--- src/rtl/core/hbd_pkg.sv ---
`timescale 1ns / 1ps

package hbd_pkg;

  localparam int unsigned WRAM_DEPTH = 8192;
  localparam int unsigned HRAM_DEPTH = 127;
  localparam int unsigned WRAM_AW    = $clog2(WRAM_DEPTH);
  localparam int unsigned HRAM_AW    = $clog2(HRAM_DEPTH);

  // address map boundaries
  localparam logic [15:0] ADDR_VRAM     = 16'h8000;
  localparam logic [15:0] ADDR_CRAM     = 16'hA000;
  localparam logic [15:0] ADDR_WRAM     = 16'hC000;
  localparam logic [15:0] ADDR_OAM      = 16'hFE00;
  localparam logic [15:0] ADDR_UNUSABLE = 16'hFEA0;
  localparam logic [15:0] ADDR_IO       = 16'hFF00;
  localparam logic [15:0] ADDR_HRAM     = 16'hFF80;
  localparam logic [15:0] ADDR_IE       = 16'hFFFF;

  localparam logic [15:0] ADDR_JOYP     = 16'hFF00;
  localparam logic [15:0] ADDR_SB       = 16'hFF01;
  localparam logic [15:0] ADDR_SC       = 16'hFF02;
  localparam logic [15:0] ADDR_TIMER_LO = 16'hFF04;
  localparam logic [15:0] ADDR_TIMER_HI = 16'hFF07;
  localparam logic [15:0] ADDR_IF       = 16'hFF0F;
  localparam logic [15:0] ADDR_DMA      = 16'hFF46;
  localparam logic [15:0] ADDR_PPU_LO   = 16'hFF40;
  localparam logic [15:0] ADDR_PPU_HI   = 16'hFF4B;

  localparam logic [7:0] IF_RESET      = 8'hE1;
  localparam logic [7:0] IF_READ_MASK  = 8'hE0;
  localparam logic [7:0] IF_WRITE_MASK = 8'h1F;
  localparam logic [7:0] JOYP_IRQ      = 8'h10;
  localparam logic [7:0] SC_READ_VAL   = 8'h7E;
  localparam logic [7:0] SC_SEND_CMD   = 8'h81;
  localparam logic [1:0] ROW_NONE      = 2'b11;

  typedef enum logic [1:0] {
    MODE_READ  = 2'd0,
    MODE_WRITE = 2'd1,
    MODE_JOY   = 2'd2,
    MODE_IRQ   = 2'd3
  } mode_e;

  typedef enum logic [2:0] {
    TGT_LOCAL = 3'd0,
    TGT_ROM   = 3'd1,
    TGT_PPU   = 3'd2,
    TGT_CRAM  = 3'd3,
    TGT_TIMER = 3'd4
  } target_e;

  // which local register drives read data
  typedef enum logic [2:0] {
    RSEL_ZERO = 3'd0,
    RSEL_FF   = 3'd1,
    RSEL_JOYP = 3'd2,
    RSEL_SB   = 3'd3,
    RSEL_SC   = 3'd4,
    RSEL_IF   = 3'd5,
    RSEL_IE   = 3'd6
  } rsel_e;

  typedef struct packed {
    logic               is_wr;
    logic               wram_en;
    logic               hram_en;
    logic [WRAM_AW-1:0] wram_idx;
    logic [HRAM_AW-1:0] hram_idx;
    logic [7:0]         wdata;
    rsel_e              rsel;
    logic               joyp_wr;
    logic               sb_wr;
    logic               if_wr;
    logic               ie_wr;
    logic               joy_upd;
    logic               irq_req;
    logic [3:0]         dpad;
    logic [3:0]         buttons;
    logic [4:0]         irq_bits;
    target_e            target;
    logic [15:0]        fwd_addr;
    logic [7:0]         fwd_data;
    logic               fwd_is_write;
    logic               serial_send;
    logic               dma_start;
  } dec_t;

endpackage

--- src/rtl/core/hbd_regs.sv ---
`timescale 1ns / 1ps

module hbd_regs
  import hbd_pkg::*;
(
  input  logic       clk_i,
  input  logic       rst_ni,
  input  logic       accept_i,
  input  dec_t       dec_i,
  output logic [7:0] rdata_o
);

  logic [7:0] irq_flags_q, irq_flags_d;
  logic [7:0] irq_enable_q, irq_enable_d;
  logic [1:0] row_select_q, row_select_d;
  logic [3:0] held_dpad_q, held_dpad_d;
  logic [3:0] held_buttons_q, held_buttons_d;
  logic [7:0] serial_byte_q, serial_byte_d;
  logic       new_press;
  logic [7:0] joyp_val;

  assign new_press = |(dec_i.dpad & ~held_dpad_q) | |(dec_i.buttons & ~held_buttons_q);

  always_comb begin
    irq_flags_d    = irq_flags_q;
    irq_enable_d   = irq_enable_q;
    row_select_d   = row_select_q;
    held_dpad_d    = held_dpad_q;
    held_buttons_d = held_buttons_q;
    serial_byte_d  = serial_byte_q;
    if (accept_i) begin
      if (dec_i.joy_upd) begin
        if (new_press) irq_flags_d = irq_flags_q | JOYP_IRQ;
        held_dpad_d    = dec_i.dpad;
        held_buttons_d = dec_i.buttons;
      end
      if (dec_i.irq_req) irq_flags_d = irq_flags_q | {3'b000, dec_i.irq_bits};
      if (dec_i.if_wr)   irq_flags_d = dec_i.wdata & IF_WRITE_MASK;
      if (dec_i.ie_wr)   irq_enable_d = dec_i.wdata;
      if (dec_i.joyp_wr) row_select_d = dec_i.wdata[5:4];
      if (dec_i.sb_wr)   serial_byte_d = dec_i.wdata;
    end
  end

  always_ff @(posedge clk_i or negedge rst_ni) begin
    if (!rst_ni) begin
      irq_flags_q    <= IF_RESET;
      irq_enable_q   <= '0;
      row_select_q   <= ROW_NONE;
      held_dpad_q    <= '0;
      held_buttons_q <= '0;
      serial_byte_q  <= '0;
    end else begin
      irq_flags_q    <= irq_flags_d;
      irq_enable_q   <= irq_enable_d;
      row_select_q   <= row_select_d;
      held_dpad_q    <= held_dpad_d;
      held_buttons_q <= held_buttons_d;
      serial_byte_q  <= serial_byte_d;
    end
  end

  // a selected row (bit low) pulls down the columns of its pressed keys
  always_comb begin
    joyp_val = {2'b11, row_select_q, 4'hF};
    if (!row_select_q[0]) joyp_val = joyp_val & ~{4'h0, held_dpad_q};
    if (!row_select_q[1]) joyp_val = joyp_val & ~{4'h0, held_buttons_q};
  end

  always_comb begin
    unique case (dec_i.rsel)
      RSEL_ZERO: rdata_o = 8'h00;
      RSEL_FF:   rdata_o = 8'hFF;
      RSEL_JOYP: rdata_o = joyp_val;
      RSEL_SB:   rdata_o = serial_byte_q;
      RSEL_SC:   rdata_o = SC_READ_VAL;
      RSEL_IF:   rdata_o = irq_flags_q | IF_READ_MASK;
      RSEL_IE:   rdata_o = irq_enable_q;
      default:   rdata_o = 8'h00;
    endcase
  end

endmodule

--- config.mk ---
export PLATFORM = sky130hd
export DESIGN_NAME = hbd_regs
export DESIGN_NICKNAME = d
export VERILOG_FILES = /design/src/rtl/core/hbd_pkg.sv /design/src/rtl/core/hbd_regs.sv
export SDC_FILE = /design/constraint.sdc
export NUM_CORES = 1
export LEC_CHECK = 0
export BUFFER_PORTS_ARGS = -buffer_cell sky130_fd_sc_hd__buf_2
export CAP_MARGIN = 20
export CORE_UTILIZATION = 25
export CTS_CLUSTER_SIZE = 25
export DETAILED_ROUTE_END_ITERATION = 7
export GPL_TIMING_DRIVEN = 0
export SLEW_MARGIN = 0
export SYNTH_ARGS = -nofsm -noshare
export SYNTH_HDL_FRONTEND = slang
export SYNTH_SLANG_ARGS = --single-unit
--- constraint.sdc ---
create_clock -name clk_i -period 1.75 [get_ports clk_i]
set_input_delay 0.35 -clock clk_i [delete_from_list [all_inputs] [get_ports clk_i]]
set_output_delay 0.35 -clock clk_i [all_outputs]
set_load 0.03 [all_outputs]
==> results.toml <==
[cts]
root_buffer = "clkbuf_8"
clk_pin_slew_worst_paths_ns = 0.06
worstSkewPairLatency_ns = 0.28
cts_max_level = 2
cts_tree = "done"
clock-sinks = 31
clockBufferDepth = 2
numCtsBuffers = 5

[cells_and_area]
drive_gt1_frac = 0.486
diodes = 0
fin_nets = 293
area_growth_pct = 28.3
fin_cells = 285

[worst_hold_path]
worstHoldPathType = "input port to async pin"

[floorplanning]
die_w_microns = 83.7
initial_core_util = 0.262
die_area_sq_mm = 0.00701
num_rows = 29
io_pins = 94
core-area_sq_mm = 0.00639
die_y_microns = 83.7

[route]
drt-wirelength-per-cell_microns = 14.8
top_layer = "met4"
ant_nets = 0
dr.pass1.iters = 4
vias_per_cell = 4.79
wirelength_microns = 4220
route.met2.wl_microns = 2040
drtIter0Drc = 79
wl_met1_microns = 1920
drc_errors = 0
dr_total_vias = 1366
wl_met3_microns = 212

[worst_setup_path]
worstPathMaxFanout = 4
cp_slowest_cell = "dfstp_2"
required_ns = 1.40
critPathArrivalTime_ns = 1.64
cp-start-kind = "flop"
max_stage_delay_ns = 0.56
critPathKind = "flop to output pin"
endpoint_kind = "output pin"
crit_chain = "inv_4, a221oi_4, nor3b_2, a211oi_2, buf_4"

[synthesis]
synth_top_area_share = 0.419
yosysUniqueCellTypes = 33
syn-num-nets = 246
synth.area.top_cells = "dfrtp_1, mux2_2, dfstp_2"
yosysTopAreaCell = "dfrtp_1"
ys_seq_elements = 31
seq_area_frac_synth = 0.467
netlist_area_sq_mm = 0.00167
yosysWarnings = 0
syn_inst = 160
synthFlopType = "dfrtp_1"
synth-edff-count = 0
synthArstFlopShare = 1.00
synth_area_per_cell_sq_um = 10.4

[pwr]
swShare = 0.297
post-layout-total-power_uw = 1920
p_comb_frac = 0.252
pwr-share-seq = 0.472
leakagePower_uw = 0.000975
p_int_uw = 1350
power.density_mw_per_mm2 = 894
power_frac_clock = 0.276
power.net_switching_uw = 569
irDropWorstVdd_mv = 0.294

[grt]
grt_max_degree = 32
grt_overflow = 0
grt_pass1_vias = 1383
antenna_found_initial = 0
grt_usage = 0.127
grt_pass1_wl_microns = 6840

[status]
outcome = "complete, but fails checks"
violations = "negative setup slack"

[timing]
setup_viol = 5
skew_ns = 0.000617
fin_crit_ns = 1.99
rsz0062_at_grt = "yes"
layout_setup_ws_ns = -0.235
maxSlewHeadroom = 0.524
post-route-period-util = 1.13
fin_hold_ws_ns = 0.120
hold_violations = 0
tightestPinTransition_ns = 0.714
slew_violations = 0
max_freq_ghz = 0.504

[placed_design]
place_inst = 274
hpwlAfterDp_microns = 3110
portBuffers = 37
gp_congestion = 0.790

[flow_run]
maxCapViolations = 0
[per-layer routing]
metal / global-route usage / vias to the layer above
met5: 0 / -
met3: 0.0396 / 6
li1: - / 660
met2: 0.207 / 37
met4: 0.0431 / 0
met1: 0.160 / 663
[sequential cells by signal, indices dropped and copies added (netlist names)]
name            cells
held_buttons_q      4
held_dpad_q         4
irq_enable_q        8
irq_flags_q         5
row_select_q        2
serial_byte_q       8
[power by group through the flow]
stage	sequential (uW)	clock, uW	combinational, uW
final	904	529	482
after global routing	919	584	529
after CTS	903	552	478
after detailed placement	905	0	434
after global placement	904	0	426
after floorplan	884	0	304
[synth_stat cells (2+ instances only)]
| master | instances |
|---|---|
| buf_4 | 3 |
| nor3b_1 | 2 |
| nor3_1 | 2 |
| o22ai_1 | 3 |
| a221oi_1 | 3 |
| buf_6 | 3 |
| a21o_2 | 4 |
| nand2_1 | 10 |
| inv_1 | 13 |
| nand2b_1 | 3 |
| nand2_2 | 3 |
| mux2_4 | 4 |
| mux2_2 | 19 |
| dfrtp_1 | 28 |
| nand2b_4 | 2 |
| nor2_1 | 13 |
| dfstp_2 | 3 |
| o21ai_0 | 13 |
| o31ai_1 | 2 |
| a21oi_1 | 14 |
[path summary, 6_finish.rpt]
check                                                  start                            end  slack (ns)  depth (start not counted)
worst min register to register  serial_byte_q[7]$_DFFE_PN0P_   serial_byte_q[7]$_DFFE_PN0P_        0.50                          1
max in group asynchronous                             rst_ni    irq_enable_q[5]$_DFFE_PN0P_        1.16                          1
worst max register to register    held_dpad_q[0]$_DFFE_PN0P_     irq_flags_q[4]$_DFFE_PN0P_        0.55                          4
worst min-delay path                                  rst_ni  held_buttons_q[0]$_DFFE_PN0P_        0.12                          1
min in group clk_i                                 dec_i[40]     held_dpad_q[1]$_DFFE_PN0P_        0.32                          2
worst max-delay path             row_select_q[0]$_DFFE_PN1P_                     rdata_o[1]       -0.24                          5
[metrics by stage]
step	utilization	setup WS, ns	cell area, sq um	setup TNS, ns
after global routing	0.336	-0.312	2140	-1.26
after global placement	0.308	-0.0603	1970	-0.0834
after CTS	0.333	-0.299	2130	-0.869
after floorplan	-	0.0430	1690	0
final	0.336	-0.235	2140	-0.853
after detailed placement	0.308	-0.0743	1970	-0.124
[cells in the final DEF (no fill, tap or decap), drive strengths merged, types with 3 or more instances in the layout]
cell and instances:
clkbuf 8, nand2b 5, o22ai 3, buf 47
nor2 13, nand2 13, o21ai 13, mux2 23
dfrtp 28, a221oi 3, a21oi 15, dfstp 3
inv 13, a21o 4
[cells by family (layout without fill, tap and decap cells)]
group,after synthesis,after routing,synth area share
and+or+nand+nor,37,37,0.115
muxes,23,23,0.164
DFF,31,31,0.467
buffers and inverters,20,68,0.0659
AOI/OAI and AO/OA,49,49,0.188
[area by class of cell]
cell class                 count  area, sq um
inverter                      13         53.8
clock buffer                   8         80.1
multi-input combinational    109          846
fill                         676         4240
buffer                         7         61.3
tap                           77         96.3
sequential                    31          779
timing repair buffer          40          226
[critical path, delay by kind of cell (launching register included)]
kind,cells,cell delay (ns)
buf+inv,2,0.26
simple gates,1,0.08
flops,1,0.56
compound gates,2,0.46
[repair_timing]
| item | 4_1_cts | 5_1_grt |
|---|---|---|
| hold buffers | 0 | 0 |
| setup buffers | 2 | 1 |
| setup endpoints to repair | 4 | 6 |
| pin swaps | 8 | 2 |
| resized for setup | 18 | 2 |
(Power assumes the default switching activity.)
