**src/rtl/core/hbd_pkg.sv**
```systemverilog
`timescale 1ns / 1ps

package hbd_pkg;

  localparam int unsigned WRAM_DEPTH = 8192;
  localparam int unsigned HRAM_DEPTH = 127;
  localparam int unsigned WRAM_AW    = $clog2(WRAM_DEPTH);
  localparam int unsigned HRAM_AW    = $clog2(HRAM_DEPTH);

  // address map boundaries
  localparam logic [15:0] ADDR_VRAM     = 16'h8000;
  localparam logic [15:0] ADDR_CRAM     = 16'hA000;
  localparam logic [15:0] ADDR_WRAM     = 16'hC000;
  localparam logic [15:0] ADDR_OAM      = 16'hFE00;
  localparam logic [15:0] ADDR_UNUSABLE = 16'hFEA0;
  localparam logic [15:0] ADDR_IO       = 16'hFF00;
  localparam logic [15:0] ADDR_HRAM     = 16'hFF80;
  localparam logic [15:0] ADDR_IE       = 16'hFFFF;

  localparam logic [15:0] ADDR_JOYP     = 16'hFF00;
  localparam logic [15:0] ADDR_SB       = 16'hFF01;
  localparam logic [15:0] ADDR_SC       = 16'hFF02;
  localparam logic [15:0] ADDR_TIMER_LO = 16'hFF04;
  localparam logic [15:0] ADDR_TIMER_HI = 16'hFF07;
  localparam logic [15:0] ADDR_IF       = 16'hFF0F;
  localparam logic [15:0] ADDR_DMA      = 16'hFF46;
  localparam logic [15:0] ADDR_PPU_LO   = 16'hFF40;
  localparam logic [15:0] ADDR_PPU_HI   = 16'hFF4B;

  localparam logic [7:0] IF_RESET      = 8'hE1;
  localparam logic [7:0] IF_READ_MASK  = 8'hE0;
  localparam logic [7:0] IF_WRITE_MASK = 8'h1F;
  localparam logic [7:0] JOYP_IRQ      = 8'h10;
  localparam logic [7:0] SC_READ_VAL   = 8'h7E;
  localparam logic [7:0] SC_SEND_CMD   = 8'h81;
  localparam logic [1:0] ROW_NONE      = 2'b11;

  typedef enum logic [1:0] {
    MODE_READ  = 2'd0,
    MODE_WRITE = 2'd1,
    MODE_JOY   = 2'd2,
    MODE_IRQ   = 2'd3
  } mode_e;

  typedef enum logic [2:0] {
    TGT_LOCAL = 3'd0,
    TGT_ROM   = 3'd1,
    TGT_PPU   = 3'd2,
    TGT_CRAM  = 3'd3,
    TGT_TIMER = 3'd4
  } target_e;

  // which local register drives read data
  typedef enum logic [2:0] {
    RSEL_ZERO = 3'd0,
    RSEL_FF   = 3'd1,
    RSEL_JOYP = 3'd2,
    RSEL_SB   = 3'd3,
    RSEL_SC   = 3'd4,
    RSEL_IF   = 3'd5,
    RSEL_IE   = 3'd6
  } rsel_e;

  typedef struct packed {
    logic               is_wr;
    logic               wram_en;
    logic               hram_en;
    logic [WRAM_AW-1:0] wram_idx;
    logic [HRAM_AW-1:0] hram_idx;
    logic [7:0]         wdata;
    rsel_e              rsel;
    logic               joyp_wr;
    logic               sb_wr;
    logic               if_wr;
    logic               ie_wr;
    logic               joy_upd;
    logic               irq_req;
    logic [3:0]         dpad;
    logic [3:0]         buttons;
    logic [4:0]         irq_bits;
    target_e            target;
    logic [15:0]        fwd_addr;
    logic [7:0]         fwd_data;
    logic               fwd_is_write;
    logic               serial_send;
    logic               dma_start;
  } dec_t;

endpackage

```
**src/rtl/core/hbd_dec.sv**
```systemverilog
`timescale 1ns / 1ps

module hbd_dec
  import hbd_pkg::*;
(
  input  logic [1:0]  mode_i,
  input  logic [15:0] addr_i,
  input  logic [7:0]  wdata_i,
  input  logic [3:0]  dpad_keys_i,
  input  logic [3:0]  button_keys_i,
  input  logic [4:0]  irq_bits_i,
  output dec_t        dec_o
);

  logic wr;

  assign wr = (mode_i == MODE_WRITE);

  always_comb begin
    dec_o              = '0;
    dec_o.rsel         = RSEL_ZERO;
    dec_o.target       = TGT_LOCAL;
    dec_o.is_wr        = wr;
    dec_o.wdata        = wdata_i;
    dec_o.wram_idx     = addr_i[WRAM_AW-1:0];
    dec_o.hram_idx     = addr_i[HRAM_AW-1:0];
    dec_o.dpad         = dpad_keys_i;
    dec_o.buttons      = button_keys_i;
    dec_o.irq_bits     = irq_bits_i;

    unique case (mode_i)
      MODE_JOY: begin
        dec_o.is_wr   = 1'b0;
        dec_o.joy_upd = 1'b1;
      end
      MODE_IRQ: begin
        dec_o.is_wr   = 1'b0;
        dec_o.irq_req = 1'b1;
      end
      MODE_READ, MODE_WRITE: begin
        if (addr_i < ADDR_VRAM) begin
          dec_o.target = TGT_ROM;
        end else if (addr_i < ADDR_CRAM) begin
          dec_o.target = TGT_PPU;
        end else if (addr_i < ADDR_WRAM) begin
          dec_o.target = TGT_CRAM;
        end else if (addr_i < ADDR_OAM) begin
          // work ram and its echo share the low address bits
          dec_o.wram_en = 1'b1;
        end else if (addr_i < ADDR_UNUSABLE) begin
          dec_o.target = TGT_PPU;
        end else if (addr_i < ADDR_IO) begin
          dec_o.rsel = RSEL_ZERO;
        end else if (addr_i < ADDR_HRAM) begin
          if (addr_i == ADDR_JOYP) begin
            if (wr) dec_o.joyp_wr = 1'b1;
            else    dec_o.rsel    = RSEL_JOYP;
          end else if (addr_i == ADDR_SB) begin
            if (wr) dec_o.sb_wr = 1'b1;
            else    dec_o.rsel  = RSEL_SB;
          end else if (addr_i == ADDR_SC) begin
            if (wr) begin
              if (wdata_i == SC_SEND_CMD) begin
                dec_o.serial_send = 1'b1;
                dec_o.rsel        = RSEL_SB;
              end
            end else begin
              dec_o.rsel = RSEL_SC;
            end
          end else if (addr_i >= ADDR_TIMER_LO && addr_i <= ADDR_TIMER_HI) begin
            dec_o.target = TGT_TIMER;
          end else if (addr_i == ADDR_IF) begin
            if (wr) dec_o.if_wr = 1'b1;
            else    dec_o.rsel  = RSEL_IF;
          end else if (addr_i == ADDR_DMA && wr) begin
            dec_o.dma_start = 1'b1;
            dec_o.fwd_data  = wdata_i;
          end else if (addr_i >= ADDR_PPU_LO && addr_i <= ADDR_PPU_HI) begin
            dec_o.target = TGT_PPU;
          end else if (!wr) begin
            // audio and unmapped io
            dec_o.rsel = RSEL_FF;
          end
        end else if (addr_i < ADDR_IE) begin
          dec_o.hram_en = 1'b1;
        end else begin
          if (wr) dec_o.ie_wr = 1'b1;
          else    dec_o.rsel  = RSEL_IE;
        end

        if (dec_o.target != TGT_LOCAL) begin
          dec_o.fwd_addr = addr_i;
          if (wr) begin
            dec_o.fwd_data     = wdata_i;
            dec_o.fwd_is_write = 1'b1;
          end
        end
      end
    endcase
  end

endmodule

```
**config.mk**
```make
export PLATFORM = sky130hd
export DESIGN_NAME = hbd_dec
export DESIGN_NICKNAME = d
export VERILOG_FILES = /design/src/rtl/core/hbd_pkg.sv /design/src/rtl/core/hbd_dec.sv
export SDC_FILE = /design/constraint.sdc
export NUM_CORES = 1
export LEC_CHECK = 0
export ABC_CLOCK_PERIOD_IN_PS = 2700
export BUFFER_PORTS_ARGS = -buffer_cell sky130_fd_sc_hd__buf_2
export CAP_MARGIN = 20
export CORE_UTILIZATION = 36
export DETAILED_ROUTE_END_ITERATION = 10
export PLACE_DENSITY = 0.91
export SLEW_MARGIN = 20
export SYNTH_ARGS = -nofsm -noshare
export SYNTH_HDL_FRONTEND = slang
export SYNTH_SLANG_ARGS = --single-unit
```
**constraint.sdc**
```tcl
create_clock -name vclk -period 2.7
set_clock_uncertainty 0.15 [all_clocks]
set_input_delay 0.27 -clock vclk [all_inputs]
set_output_delay 0.27 -clock vclk [all_outputs]
set_load 0.02 [all_outputs]
```
==> summary.txt, run 1 <==
Run status
  • Outcome: complete, but fails checks
  • Failing checks: design-rule violations

STA
  • Final-report hold violation count: 0
  • Final worst-path cycle share: 0.970
  • # setup viols final: 0
  • Slew Viols, Final: 0
  • Min Hold Slack: 0.390 ns
  • Tmin final: 2.62 ns
  • Slew @ Worst Pin: 0.917 ns
  • Rel. slew slack: 0.388
  • Max Fclk: 382 MHz
  • Unrepaired setup endpoints after global routing: false

GRT
  • Vias in the first global route: 1083
  • GRT Residual Overflow: 0
  • Pin count of the biggest net entering global routing: 26
  • Initial antenna violation count: 0
  • Total track usage: 0.182
  • First-pass GRT wire length: 4.80 mm

Final layout
  • Syn-to-layout area delta: 27.1%
  • Non-Filler Instances: 241
  • Multi-input logic area: 726 um^2
  • Commonest non-fill, non-tap cells in the layout: buf_2 (96), buf_4 (15), nand2_1 (12)
  • Final nets: 251
  • Layout sequential cell count: 0
  • Number of fill cells: 293
  • Clock buffer count: 0
  • Sequential cell area: 0 um^2
  • Commonest non-fill, non-tap cell in the layout: buf_2
  • # diodes: 0
  • Fraction of layout cells with a size suffix above 1: 0.624

Yosys
  • Post-Synthesis Cells: 149
  • Synth area leaders: buf_4 (29%), nor3b_2 (10%), a21oi_1 (5.1%), a2111oi_4 (5.1%), nand2_1 (4.2%)
  • Syn Std Cell Area: 1080 um^2
  • Sequential fraction of the synthesis area: 0
  • Synth top area share: 0.292
  • Post-synth cell types: 41
  • Syn avg cell area: 7.25 um^2
  • Yosys top cell by area: buf_4
  • Yosys warns: 0
  • Syn Nets: 188

Die
  • # rows: 19
  • Die area: 3220 um^2
  • IO Count: 122
  • Initial Utilization: 0.385
  • Core box area: 2810 um^2
  • Die width: 56.8 um
  • Vert. Die Dim: 56.8 um

Clocking
  • CTS Hold Bufs: 0
  • Setup bufs post-CTS: 0
  • Post-CTS sizing: 0

Route
  • Vias per cell: 5.22
  • Routed wire per std cell: 13.7 um
  • Total routed wirelength: 3.30 mm
  • Iteration-0 DRC count of the detailed router: 34
  • DRC viols: 20
  • DRT Pass-1 Iters: 7
  • Via count: 1258
  • DRT antenna net count: 0

Place
  • Post-DP HPWL: 2.70 mm
  • Placer Congestion: 0.796
  • Placed insts: 240
  • Input/output buffers: 96

Worst hold path
  • Hold crit path type: in2out

Power
  • Pwr/cell area: 157 nW/um^2
  • P_leak: 0.699 nW
  • Peak supply drop: 74.9 uV

Worst setup path
  • Kind of critical path: in2out
  • CP Max Fanout: 10
  • Crit start category: input port
  • Critical Path AT: 2.20 ns
  • Crit. End Element: output pin
  • Req. time, crit path: 2.28 ns

Job
  • Max-cap violations: 0
==> cells in the mapped netlist (3+ instances only) <==
cell      number
nor3_1         3
a21oi_1       11
nand4_1        3
buf_1          3
nor3b_2        9
nand3_1        4
buf_4         42
nor2_1         5
clkbuf_1       3
nor3b_1        5
nor4_1         3
nand2_1       12
nand2b_1       4
and2_1         3
and3_1         3
==> cells by family after synthesis <==
group,after synthesis,share of synthesized area
simple gates,70,0.466
buf+inv,55,0.346
compound gates,24,0.188
==> critical path, stage by stage <==
cell and delay [ns]:
buf_2 0.14, or4b_4 0.58, a2111oi_4 0.48, a211oi_4 0.21
buf_4 0.21, a21oi_1 0.13, buf_2 0.18
==> area by class of cell <==
cell class	instances	area share
repair buffers	111	0.432
well taps	31	0.0283
multi-input cells	95	0.529
inverters	4	0.0109
==> power by group <==
group          internal (W)  total [W]  switching (W)
clock                     0          0              0
sequential                0          0              0
combinational     0.0000786   0.000215       0.000137
==> routing by layer <==
layer | wire (um) | share of wire | GRT usage
met1 | 1370 | 0.41 | 0.218
met3 | 281 | 0.085 | 0.0138
met5 | 0 | 0 | 0
met4 | 10 | 0.0030 | 0.0139
met2 | 1640 | 0.50 | 0.361
==> worst paths after layout <==
kind | startpoint | to | depth (start not counted)
max | addr_i[7] | dec_o[10] | 7
min | button_keys_i[1] | dec_o[36] | 0
==> stage by stage <==
stage               instance area [um^2]  power (W)  TNS (ns)  setup slack (ns)   util
floorplan                           1080   0.000180         0             0.343      -
global placement                    1360   0.000211         0            0.0402  0.485
detailed placement                  1360   0.000214    -0.106           -0.0253  0.485
CTS                                 1370   0.000216         0            0.0926  0.489
global route                        1370   0.000229         0            0.0328  0.489
finish                              1370   0.000215         0            0.0812  0.489
No activity file was read; power rests on OpenSTA's default activity.
==> run 2, diff against run 1 <==
--- a/config.mk
+++ b/config.mk
@@ -8,6 +8,7 @@
 export ABC_CLOCK_PERIOD_IN_PS = 2700
 export BUFFER_PORTS_ARGS = -buffer_cell sky130_fd_sc_hd__buf_2
 export CAP_MARGIN = 20
+export CORE_ASPECT_RATIO = 1.5
 export CORE_UTILIZATION = 36
 export DETAILED_ROUTE_END_ITERATION = 10
 export PLACE_DENSITY = 0.91
==> run 2 against run 1 <==
Net effect: setup slack improved by 0.090 ns; the run now ends clean; maximum frequency increased by 3.6%; largest power group unchanged; via count decreased by 0.64%; power decreased by 1.2%; design area decreased by 0.82%; count of clock-buffer cells in the layout unchanged; utilization decreased by 1.7 points.
==> summary.txt, run 2 (synthesized netlist as in run 1, its figures left out) <==
Place
  • Input/output buffers: 96
  • Placed insts: 243
  • Post-DP HPWL: 2.57 mm
  • Placer Congestion: 0.820

Route
  • Vias per cell: 5.12
  • DRT Pass-1 Iters: 4
  • Via count: 1250
  • DRC viols: 0
  • Iteration-0 DRC count of the detailed router: 24
  • DRT antenna net count: 0
  • Total routed wirelength: 3.24 mm
  • Routed wire per std cell: 13.3 um

Power
  • Pwr/cell area: 156 nW/um^2
  • Tot Pwr: 0.000213 W
  • Peak supply drop: 79.1 uV
  • P_leak: 0.686 nW

Final layout
  • Layout sequential cell count: 0
  • Final nets: 246
  • Clock buffer count: 0
  • # diodes: 0
  • Non-Filler Instances: 244
  • Syn-to-layout area delta: 26.1%
  • Commonest non-fill, non-tap cell in the layout: buf_2
  • Sequential cell area: 0 um^2
  • Fraction of layout cells with a size suffix above 1: 0.615
  • Commonest non-fill, non-tap cells in the layout: buf_2 (96), nand2_1 (12), a21oi_1 (11)
  • Final Util: 0.472
  • Number of fill cells: 322

STA
  • # setup viols final: 0
  • Slew Viols, Final: 0
  • Rel. slew slack: 0.473
  • Min Hold Slack: 0.390 ns
  • Unrepaired setup endpoints after global routing: false
  • Final-report hold violation count: 0
  • Tmin final: 2.53 ns
  • Final worst-path cycle share: 0.937
  • Final setup TNS: 0 ns
  • Slew @ Worst Pin: 0.787 ns
  • Max Fclk: 395 MHz

GRT
  • Vias in the first global route: 1063
  • Layer with the highest usage: met2
  • Total track usage: 0.184
  • M1 GR Usage: 0.198
  • Initial antenna violation count: 0
  • Pin count of the biggest net entering global routing: 26
  • Global-route track usage on met2: 0.364
  • Met3 Usage GRT: 0.00524
  • First-pass GRT wire length: 4.70 mm
  • GRT Residual Overflow: 0

Die
  • Initial Utilization: 0.375
  • Core box area: 2880 um^2
  • Die area: 3230 um^2
  • IO Count: 122
  • # rows: 24
  • Die width: 46.7 um
  • Vert. Die Dim: 69.1 um

Worst setup path
  • Crit start category: input port
  • Kind of critical path: in2out
  • Critical Path AT: 2.11 ns
  • CP Max Fanout: 7
  • Req. time, crit path: 2.28 ns
  • Crit. End Element: output pin

Worst hold path
  • Hold path cells: 0
  • Hold crit path type: in2out
  • Hold path start: irq_bits_i[1]
  • Hold path endpoint: dec_o[31]

Clocking
  • Setup bufs post-CTS: 0
  • CTS Hold Bufs: 0

Run status
  • Outcome: complete, no violations

Job
  • Max-cap violations: 0
-- run 2: cell count changes in the layout (fill, tap and decap cells not counted) --
cell,previous run,this run
a211oi_2,1,0
nor4_4,0,1
a211oi_4,1,2
nor4_2,2,1
buf_4,15,10
-- run 2: how the worst max path moves through the flow --
stage	from	depth (start not counted)	slack, ns	end
4_1_cts	addr_i[7]	6	0.02	dec_o[18]
2_1_floorplan	addr_i[6]	4	0.34	dec_o[48]
3_3_place_gp	addr_i[9]	6	0.09	dec_o[4]
6_report	addr_i[6]	5	0.17	dec_o[50]
3_5_place_dp	addr_i[0]	6	-0.01	dec_o[3]
5_1_grt	addr_i[6]	7	0.11	dec_o[49]
-- run 2: power breakdown --
group / switching (W) / total, W / internal, W
clock network: 0 / 0 / 0
registers: 0 / 0 / 0
logic: 0.000136 / 0.000213 / 0.0000761
total: 0.000136 / 0.000213 / 0.0000761
-- run 2: per-layer routing --
metal,vias to the layer above,share of wire
met2,59,0.53
met5,-,0
li1,615,-
met3,8,0.076
met1,568,0.38
met4,0,0.014
-- run 2: final cells by class --
class              instances  area (um^2)  area share
multi-input cells         95          742       0.545
inverters                  4         15.0      0.0110
repair buffers           106          556       0.408
well taps                 39         48.8      0.0358
-- run 2: stage by stage --
stage | cell area (um^2) | setup WS, ns
final | 1360 | 0.171
after global routing | 1360 | 0.111
after CTS | 1350 | 0.0225
after detailed placement | 1330 | -0.0136
after global placement | 1330 | 0.0926
after floorplan | 1080 | 0.343
-- run 2: worst max-delay path, stage by stage --
cell,delay [ns]
buf_2,0.13
or4_4,0.60
or4_4,0.59
a2111oi_4,0.30
buf_2,0.22
-- run 2: repair_timing --
item,in CTS,in global routing
endpoints found under the setup margin,1,6
resized for setup,0,1
pin swaps,1,1
gates cloned,1,0
